==> config.mk <==
export PLATFORM = sky130hd
export DESIGN_NAME = keyed_slot_buffer
export DESIGN_NICKNAME = d
export VERILOG_FILES = /design/src/rtl/ksb_pkg.sv /design/src/rtl/ksb_ctrl.sv /design/src/rtl/ksb_dp.sv /design/src/rtl/keyed_slot_buffer.sv
export SDC_FILE = /design/constraint.sdc
export NUM_CORES = 2
export LEC_CHECK = 0
export BUFFER_PORTS_ARGS = -buffer_cell sky130_fd_sc_hd__buf_4
export CAP_MARGIN = 15
export CORE_AREA = 2 2 397 399
export DETAILED_ROUTE_END_ITERATION = 7
export DIE_AREA = 0 0 399 401
export HOLD_SLACK_MARGIN = 0.06
export PLACE_DENSITY = 0.73
export SLEW_MARGIN = 20
export SYNTH_ARGS = -nofsm -noshare
export SYNTH_HDL_FRONTEND = slang
export SYNTH_SLANG_ARGS = --single-unit
==> constraint.sdc <==
create_clock -name aclk -period 6.4 [get_ports aclk]
set_input_delay 0.64 -clock aclk [delete_from_list [all_inputs] [get_ports aclk]]
set_output_delay 0.64 -clock aclk [all_outputs]
set_load 0.05 [all_outputs]
==> src/rtl/ksb_pkg.sv <==
`default_nettype none

package ksb_pkg;

    localparam int KEY_W     = 8;
    localparam int ID_W      = 8;
    localparam int STAMP_W   = 32;
    localparam int SLOT_W    = 4;
    localparam int S_TDATA_W = 112;
    localparam int M_TDATA_W = 104;

    // Command codes carried in s_tuser.
    localparam logic CMD_PUT  = 1'b0;
    localparam logic CMD_TAKE = 1'b1;

    typedef struct packed {
        logic [STAMP_W-1:0] order_stamp;
        logic [STAMP_W-1:0] request_stamp;
        logic [ID_W-1:0]    assistant_id;
        logic [ID_W-1:0]    store_id;
        logic               available;
        logic [ID_W-1:0]    product_id;
        logic [ID_W-1:0]    client_id;
    } rec_t;

    typedef struct packed {
        logic load;       // latch a new item and restart the scan
        logic scan;       // advance the scan by one slot
        logic put_write;  // store the record in the slot under the scan pointer
        logic take_hit;   // free the compared slot and return its record
        logic miss;       // return a failure result
    } ctrl_cmd_t;

    typedef struct packed {
        logic out_free;   // output register can take a result this cycle
        logic slot_free;  // slot under the scan pointer is free
        logic scan_last;  // scan pointer sits on the last slot
        logic rd_vld;     // a slot record is waiting in the compare stage
        logic rd_hit;     // that slot is occupied and its key field matches
        logic rd_last;    // that slot is the last one
    } ctrl_sts_t;

endpackage

`default_nettype wire

==> src/rtl/ksb_ctrl.sv <==
`default_nettype none

module ksb_ctrl
    import ksb_pkg::*;
(
    input  wire logic      aclk,
    input  wire logic      aresetn,
    input  wire logic      in_valid,
    input  wire logic      in_cmd,
    output logic           in_ready,
    input  wire ctrl_sts_t sts,
    output ctrl_cmd_t      cmd
);

    localparam logic [1:0] ST_IDLE = 2'd0;
    localparam logic [1:0] ST_PUT  = 2'd1;
    localparam logic [1:0] ST_TAKE = 2'd2;

    logic [1:0] state_reg;
    logic [1:0] state_next;

    always_comb begin
        state_next = state_reg;
        cmd        = '0;
        in_ready   = 1'b0;
        unique case (state_reg)
            ST_IDLE: begin
                in_ready = 1'b1;
                if (in_valid) begin
                    cmd.load   = 1'b1;
                    state_next = (in_cmd == CMD_TAKE) ? ST_TAKE : ST_PUT;
                end
            end
            ST_PUT: begin
                if (sts.out_free) begin
                    if (sts.slot_free) begin
                        cmd.put_write = 1'b1;
                        state_next    = ST_IDLE;
                    end else if (sts.scan_last) begin
                        cmd.miss   = 1'b1;
                        state_next = ST_IDLE;
                    end else begin
                        cmd.scan = 1'b1;
                    end
                end
            end
            ST_TAKE: begin
                if (sts.out_free) begin
                    if (sts.rd_vld && sts.rd_hit) begin
                        cmd.take_hit = 1'b1;
                        state_next   = ST_IDLE;
                    end else if (sts.rd_vld && sts.rd_last) begin
                        cmd.miss   = 1'b1;
                        state_next = ST_IDLE;
                    end else begin
                        cmd.scan = 1'b1;
                    end
                end
            end
            default: begin
                state_next = ST_IDLE;
            end
        endcase
    end

    always_ff @(posedge aclk) begin
        if (!aresetn) begin
            state_reg <= ST_IDLE;
        end else begin
            state_reg <= state_next;
        end
    end

    // A result is produced only when the output register can hold it.
    a_result_needs_room: assert property (@(posedge aclk) disable iff (!aresetn)
        (cmd.put_write || cmd.take_hit || cmd.miss) |-> sts.out_free)
        else $error("result issued while output register busy");

    a_one_result: assert property (@(posedge aclk) disable iff (!aresetn)
        $onehot0({cmd.put_write, cmd.take_hit, cmd.miss, cmd.load}))
        else $error("conflicting controller commands");

    // Every item ends with exactly one result and a return to idle.
    a_result_ends_item: assert property (@(posedge aclk) disable iff (!aresetn)
        (cmd.put_write || cmd.take_hit || cmd.miss) |=> in_ready)
        else $error("controller did not return to idle after a result");

endmodule

`default_nettype wire

==> src/rtl/ksb_dp.sv <==
`default_nettype none

module ksb_dp
    import ksb_pkg::*;
#(
    parameter int SLOTS = 16
) (
    input  wire logic        aclk,
    input  wire logic        aresetn,
    input  wire logic        cfg_wr_en,
    input  wire logic        cfg_wr_data,
    input  wire logic [KEY_W-1:0] in_key,
    input  wire rec_t        in_rec,
    input  wire ctrl_cmd_t   cmd,
    output ctrl_sts_t        sts,
    input  wire logic        out_ready,
    output logic             out_vld,
    output logic             out_ok,
    output logic [SLOT_W-1:0] out_slot,
    output rec_t             out_rec
);

    localparam int IDX_W = (SLOTS > 1) ? $clog2(SLOTS) : 1;
    localparam logic [IDX_W-1:0] LAST = IDX_W'(SLOTS - 1);

    rec_t              mem [SLOTS];
    logic [SLOTS-1:0]  occ_reg;
    logic              cfg_reg;
    logic [KEY_W-1:0]  key_reg;
    rec_t              item_reg;
    logic [IDX_W-1:0]  scan_reg;
    logic              issued_all_reg;
    rec_t              rd_reg;
    logic [IDX_W-1:0]  rd_idx_reg;
    logic              rd_vld_reg;
    logic              out_vld_reg;
    logic              out_ok_reg;
    logic [SLOT_W-1:0] out_slot_reg;
    rec_t              out_rec_reg;
    logic [ID_W-1:0]   cmp_field;
    logic              res_load;

    assign cmp_field = cfg_reg ? rd_reg.store_id : rd_reg.client_id;
    assign res_load  = cmd.put_write || cmd.take_hit || cmd.miss;

    assign sts.out_free  = !out_vld_reg || out_ready;
    assign sts.slot_free = !occ_reg[scan_reg];
    assign sts.scan_last = (scan_reg == LAST);
    assign sts.rd_vld    = rd_vld_reg;
    assign sts.rd_hit    = occ_reg[rd_idx_reg] && (cmp_field == key_reg);
    assign sts.rd_last   = (rd_idx_reg == LAST);

    assign out_vld  = out_vld_reg;
    assign out_ok   = out_ok_reg;
    assign out_slot = out_slot_reg;
    assign out_rec  = out_rec_reg;

    // Record store: one write port for puts, one registered read port for the scan.
    always_ff @(posedge aclk) begin
        if (cmd.put_write) begin
            mem[scan_reg] <= item_reg;
        end
        if (cmd.scan) begin
            rd_reg     <= mem[scan_reg];
            rd_idx_reg <= scan_reg;
        end
    end

    always_ff @(posedge aclk) begin
        if (cmd.load) begin
            key_reg  <= in_key;
            item_reg <= in_rec;
        end
        if (res_load) begin
            out_ok_reg   <= !cmd.miss;
            out_slot_reg <= '0;
            out_rec_reg  <= '0;
            if (cmd.put_write) begin
                out_slot_reg <= SLOT_W'(scan_reg);
            end
            if (cmd.take_hit) begin
                out_slot_reg <= SLOT_W'(rd_idx_reg);
                out_rec_reg  <= rd_reg;
            end
        end
    end

    always_ff @(posedge aclk) begin
        if (!aresetn) begin
            occ_reg        <= '0;
            cfg_reg        <= 1'b1;
            scan_reg       <= '0;
            issued_all_reg <= 1'b0;
            rd_vld_reg     <= 1'b0;
            out_vld_reg    <= 1'b0;
        end else begin
            if (cfg_wr_en) begin
                cfg_reg <= cfg_wr_data;
            end
            if (cmd.put_write) begin
                occ_reg[scan_reg] <= 1'b1;
            end
            if (cmd.take_hit) begin
                occ_reg[rd_idx_reg] <= 1'b0;
            end
            if (cmd.load) begin
                scan_reg       <= '0;
                issued_all_reg <= 1'b0;
                rd_vld_reg     <= 1'b0;
            end else if (cmd.scan) begin
                // The pointer parks on the last slot once every slot is issued.
                rd_vld_reg <= !issued_all_reg;
                if (scan_reg == LAST) begin
                    issued_all_reg <= 1'b1;
                end else begin
                    scan_reg <= scan_reg + 1'b1;
                end
            end
            if (res_load) begin
                out_vld_reg <= 1'b1;
            end else if (out_ready) begin
                out_vld_reg <= 1'b0;
            end
        end
    end

    a_put_marks_slot: assert property (@(posedge aclk) disable iff (!aresetn)
        cmd.put_write |=> occ_reg[$past(scan_reg)])
        else $error("put did not mark its slot occupied");

    a_take_frees_slot: assert property (@(posedge aclk) disable iff (!aresetn)
        cmd.take_hit |-> occ_reg[rd_idx_reg] ##1 !occ_reg[$past(rd_idx_reg)])
        else $error("take did not free an occupied slot");

endmodule

`default_nettype wire

==> src/rtl/keyed_slot_buffer.sv <==
// Channel   Direction  tdata (low bit first)                                     tuser
// s_        in         key, client_id, product_id, available, store_id,           cmd
//                      assistant_id, request_stamp, order_stamp, zero pad
// m_        out        slot, out_client, out_product, out_available, out_store,  ok
//                      out_assistant, out_request_stamp, out_order_stamp, zero pad
// cfg_wr_   in         match_on_store (bit 0)                                     -
//
// One item is in work at a time; a single slot pointer walks the table one slot per cycle.
// A put finishes at the first free slot and a take at the first occupied slot whose key
// field matches; the take compares one slot behind the pointer, as the record read is
// registered. Reset clears all occupied flags; records are not cleared. A result waiting
// in the output register does not block the next input transfer, but the scan stalls at
// every step while that result waits and m_tready is low.
`default_nettype none

module keyed_slot_buffer
    import ksb_pkg::*;
#(
    parameter int SLOTS = 16
) (
    input  wire logic                 aclk,
    input  wire logic                 aresetn,
    input  wire logic                 cfg_wr_en,
    input  wire logic                 cfg_wr_data,   // match_on_store
    input  wire logic                 s_tvalid,
    output logic                      s_tready,
    // key, client_id, product_id, available, store_id, assistant_id,
    // request_stamp, order_stamp, zero pad
    input  wire logic [S_TDATA_W-1:0] s_tdata,
    input  wire logic                 s_tuser,       // cmd
    output logic                      m_tvalid,
    input  wire logic                 m_tready,
    // slot, out_client, out_product, out_available, out_store, out_assistant,
    // out_request_stamp, out_order_stamp, zero pad
    output logic [M_TDATA_W-1:0]      m_tdata,
    output logic                      m_tuser        // ok
);

    localparam int REC_W = $bits(rec_t);

    ctrl_cmd_t         cmd;
    ctrl_sts_t         sts;
    rec_t              in_rec;
    logic [KEY_W-1:0]  in_key;
    logic [SLOT_W-1:0] out_slot;
    rec_t              out_rec;

    assign in_key               = s_tdata[7:0];
    assign in_rec.client_id     = s_tdata[15:8];
    assign in_rec.product_id    = s_tdata[23:16];
    assign in_rec.available     = s_tdata[24];
    assign in_rec.store_id      = s_tdata[32:25];
    assign in_rec.assistant_id  = s_tdata[40:33];
    assign in_rec.request_stamp = s_tdata[72:41];
    assign in_rec.order_stamp   = s_tdata[104:73];

    assign m_tdata = {(M_TDATA_W - SLOT_W - REC_W)'(0),
                      out_rec.order_stamp, out_rec.request_stamp, out_rec.assistant_id,
                      out_rec.store_id, out_rec.available, out_rec.product_id,
                      out_rec.client_id, out_slot};

    ksb_ctrl u_ctrl (
        .aclk     (aclk),
        .aresetn  (aresetn),
        .in_valid (s_tvalid),
        .in_cmd   (s_tuser),
        .in_ready (s_tready),
        .sts      (sts),
        .cmd      (cmd)
    );

    ksb_dp #(
        .SLOTS (SLOTS)
    ) u_dp (
        .aclk        (aclk),
        .aresetn     (aresetn),
        .cfg_wr_en   (cfg_wr_en),
        .cfg_wr_data (cfg_wr_data),
        .in_key      (in_key),
        .in_rec      (in_rec),
        .cmd         (cmd),
        .sts         (sts),
        .out_ready   (m_tready),
        .out_vld     (m_tvalid),
        .out_ok      (m_tuser),
        .out_slot    (out_slot),
        .out_rec     (out_rec)
    );

endmodule

`default_nettype wire

==> results.sh <==
export IMPL_status="finished clean"
export IMPL_cp_arrival_ns=4.98
export IMPL_htree_levels=4
export IMPL_grt_pass1_vias=32663
export IMPL_timing_final_crit_share_pct=67.0
export IMPL_syn_to_final_growth_pct=16.3
export IMPL_cts_root_buf="clkbuf_16"
export IMPL_power_switching_share_pct=21.8
export IMPL_routed_wl_mm=157
export IMPL_start_kind="flip-flop"
export IMPL_power_leakage_nw=25.2
export IMPL_port_buffers=215
export IMPL_p_sw_mw=5.69
export IMPL_clockPowerShare_pct=40.5
export IMPL_synth_flop_cell="edfxtp_1"
export IMPL_fin_util_pct=52.1
export IMPL_crit_path_max_fanout=62
export IMPL_largest_register_ffs=1552
export IMPL_clock_fmax_mhz=233
export IMPL_intPower_mw=20.5
export IMPL_power_frac_seq_pct=55.2
export IMPL_ys_seq_area_share_pct=80.7
export IMPL_cts_setup_buffers=0
export IMPL_slew_headroom_pct=30.3
export IMPL_cts_tree="done"
export IMPL_io_pin_count=226
export IMPL_grt_use_met3_pct=3.69
export IMPL_synth_avg_cell_area_um2=25.1
export IMPL_gp_congestion=0.744
export IMPL_fin_skew_ns=0.0538
export IMPL_die_area_mm2=0.160
export IMPL_grt_antenna_before_repair=13
export IMPL_setup_viol=0
export IMPL_grt_usage_pct=19.8
export IMPL_core_area_mm2=0.156
export IMPL_die_width_um=399
export IMPL_cp_startpoint="u_dp.cfg_reg"
export IMPL_ys_ff_latch=1886
export IMPL_initial_core_util_pct=44.9
export IMPL_rr_startpoint="u_dp.cfg_reg"
export IMPL_fp_dieH_um=401
export IMPL_syn_inst=2783
export IMPL_cts_buffers=185
export IMPL_placed_area_mm2=0.0742
export IMPL_rows=145
export IMPL_pwr_share_comb_pct=4.3
export IMPL_dr_pass1_iters=5
export IMPL_drt_iter0_markers=3893
export IMPL_clkTransAtPathRegs_ns=0.06
export IMPL_ys_warn_count=0
export IMPL_ant_nets=0
export IMPL_gr_usage_met1_pct=28.5
export IMPL_use_met2_pct=31.4
export IMPL_vdd_ir_drop_max_v=0.000263
export IMPL_grt_overflow=0
export IMPL_drive_gt1_share_pct=31.2
export IMPL_drv_cap=0
export IMPL_worst_hold_slack_ns=0.128
export IMPL_crit_type="flip-flop to flip-flop"
export IMPL_routedWlPerCell_um=29.0
export IMPL_dp_hpwl_mm=75.5
export IMPL_synth_area_mm2=0.0698
export IMPL_tns_ns=0
export IMPL_vias=31306
export IMPL_cts_buffer_depth=3
export IMPL_p_total_mw=26.2
export IMPL_drc_errors=0
export IMPL_synthArstFlopShare_pct=0
export IMPL_fin_crit_ns=4.29
export IMPL_hold_viol_final=0
export IMPL_slew_violations=0
export IMPL_synth_top_area_cell="edfxtp_1"
export IMPL_cts_sinks=1886
export IMPL_synthTopCellsByArea="edfxtp_1 80%, mux4_2 16%, and2_1 0.97%"
export IMPL_synth_top_area_share_pct=80.0
export IMPL_top_usage_layer="met2"
export IMPL_rsz0062_at_grt="false"
export IMPL_worst_pin_slew_ns=1.05
export IMPL_synth_edf_count=1860
export IMPL_required_ns=7.09
export IMPL_hp_start="aresetn"
export IMPL_nets=3340
export IMPL_regMostFlops="u_dp.mem"
export IMPL_critPathCaptureType="flip-flop"
export IMPL_synth_distinct_cells=50
export IMPL_clk_latency_ns=0.83
export IMPL_min_path_type="input pin to flip-flop"
export IMPL_fin_area_mm2=0.0812
export IMPL_grt_max_degree=141
export IMPL_routed_via_density=5.77
export IMPL_grt_pass1_wl_mm=228
export IMPL_power_density_mw_per_mm2=322
power by group through the flow:
stage               Clock, mW  Sequential [mW]  Combinational [mW]
floorplan                   0             14.8               0.517
global placement            0             14.7                1.07
detailed placement          0             14.7                1.08
CTS                      10.8             14.4                1.14
global route             11.2             14.5                1.19
finish                   10.6             14.5                1.12
cell families after synthesis:
logic type      share of synthesized area [%]
compound gates                          0.512
xor+xnor                                0.100
mux                                      16.1
flops                                    80.7
simple gates                             1.56
fa+ha+maj                               0.125
other cells                           0.00537
buf+inv                                 0.914
layout by cell type (no fill, tap or decap), types with 3 or more instances in the layout:
cell type / Yosys / final
a21oi_1: 18 / 18
a22o_1: 4 / 4
a31oi_1: 4 / 4
and2_1: 108 / 99
and2_4: 0 / 9
and3_1: 11 / 4
and3_4: 0 / 7
buf_12: 0 / 20
buf_4: 9 / 247
bufinv_16: 0 / 13
clkbuf_1: 72 / 33
clkbuf_16: 0 / 187
clkinv_1: 1 / 48
clkinv_16: 0 / 5
clkinv_2: 0 / 33
clkinv_8: 0 / 3
clkinvlp_4: 0 / 12
conb_1: 1 / 3
dfxtp_1: 26 / 23
dfxtp_4: 0 / 3
dlygate4sd3_1: 0 / 107
edfxtp_1: 1860 / 1860
ha_1: 7 / 7
inv_1: 9 / 9
inv_16: 0 / 3
inv_6: 0 / 6
mux2i_1: 16 / 16
mux4_2: 490 / 490
nand2_1: 9 / 9
nand2b_1: 4 / 4
nand3_1: 6 / 6
nand3b_1: 3 / 3
nor2_1: 12 / 11
nor2b_1: 4 / 4
nor3_1: 5 / 5
o21ai_0: 18 / 18
xnor2_1: 8 / 8
cell usage after synthesis (9+ instances only):
| library cell | n |
|---|---|
| o21ai_0 | 18 |
| nand2_1 | 9 |
| and2_1 | 108 |
| buf_2 | 48 |
| clkbuf_1 | 72 |
| and3_1 | 11 |
| mux4_2 | 490 |
| dfxtp_1 | 26 |
| edfxtp_1 | 1860 |
| mux2i_1 | 16 |
| nor2_1 | 12 |
| a21oi_1 | 18 |
| buf_4 | 9 |
| inv_1 | 9 |
worst paths after layout:
| kind | endpoint | slack [ns] | depth (start not counted) |
|---|---|---|---|
| worst max-delay path | u_dp.occ_reg[14] | 2.11 | 9 |
| worst min-delay path | u_dp.cfg_reg | 0.13 | 2 |
| worst max register to register | u_dp.occ_reg[14] | 2.11 | 9 |
| worst min register to register | u_dp.rd_vld_reg | 0.44 | 1 |
area by class of cell:
cell class	count	area (µm²)
antenna	1	2.50
clock buffer	220	4800
clock inverter	124	1150
fill	11644	74500
inverter	11	53.8
multi-input combinational	756	12900
sequential	1886	56400
tap	2058	2570
timing repair buffer	374	3330
per-stage QoR:
step	std cells	worst slack, ns
after floorplan	2785	0.0159
after global placement	4978	2.18
after detailed placement	4978	2.11
after CTS	5429	2.07
after global routing	5430	1.77
final	5430	2.11
critical path, stage by stage, from the launching register on:
cell	delay [ns]
dfxtp_1	0.86
mux2i_1	0.29
xnor2_1	0.11
nor4_2	0.62
nand4_4	0.31
nor2_4	0.17
buf_4	0.56
buf_4	0.70
and3_1	0.34
a21oi_1	0.09
repair_timing:
| item | 4_1_cts | 5_1_grt |
|---|---|---|
| hold buffers | 107 | 0 |
| endpoints found under the setup margin | 0 | 0 |
| gates resized for setup | 0 | 0 |
| endpoints found under the hold margin | 106 | 0 |
layer usage:
| layer | share of wire [%] | routed length (µm) |
|---|---|---|
| met1 | 41 | 64800 |
| met2 | 49 | 77000 |
| met3 | 7.8 | 12300 |
| met4 | 2.1 | 3250 |
| met5 | 0.028 | 44 |
Note: power is estimated with default switching activity, not from simulation.
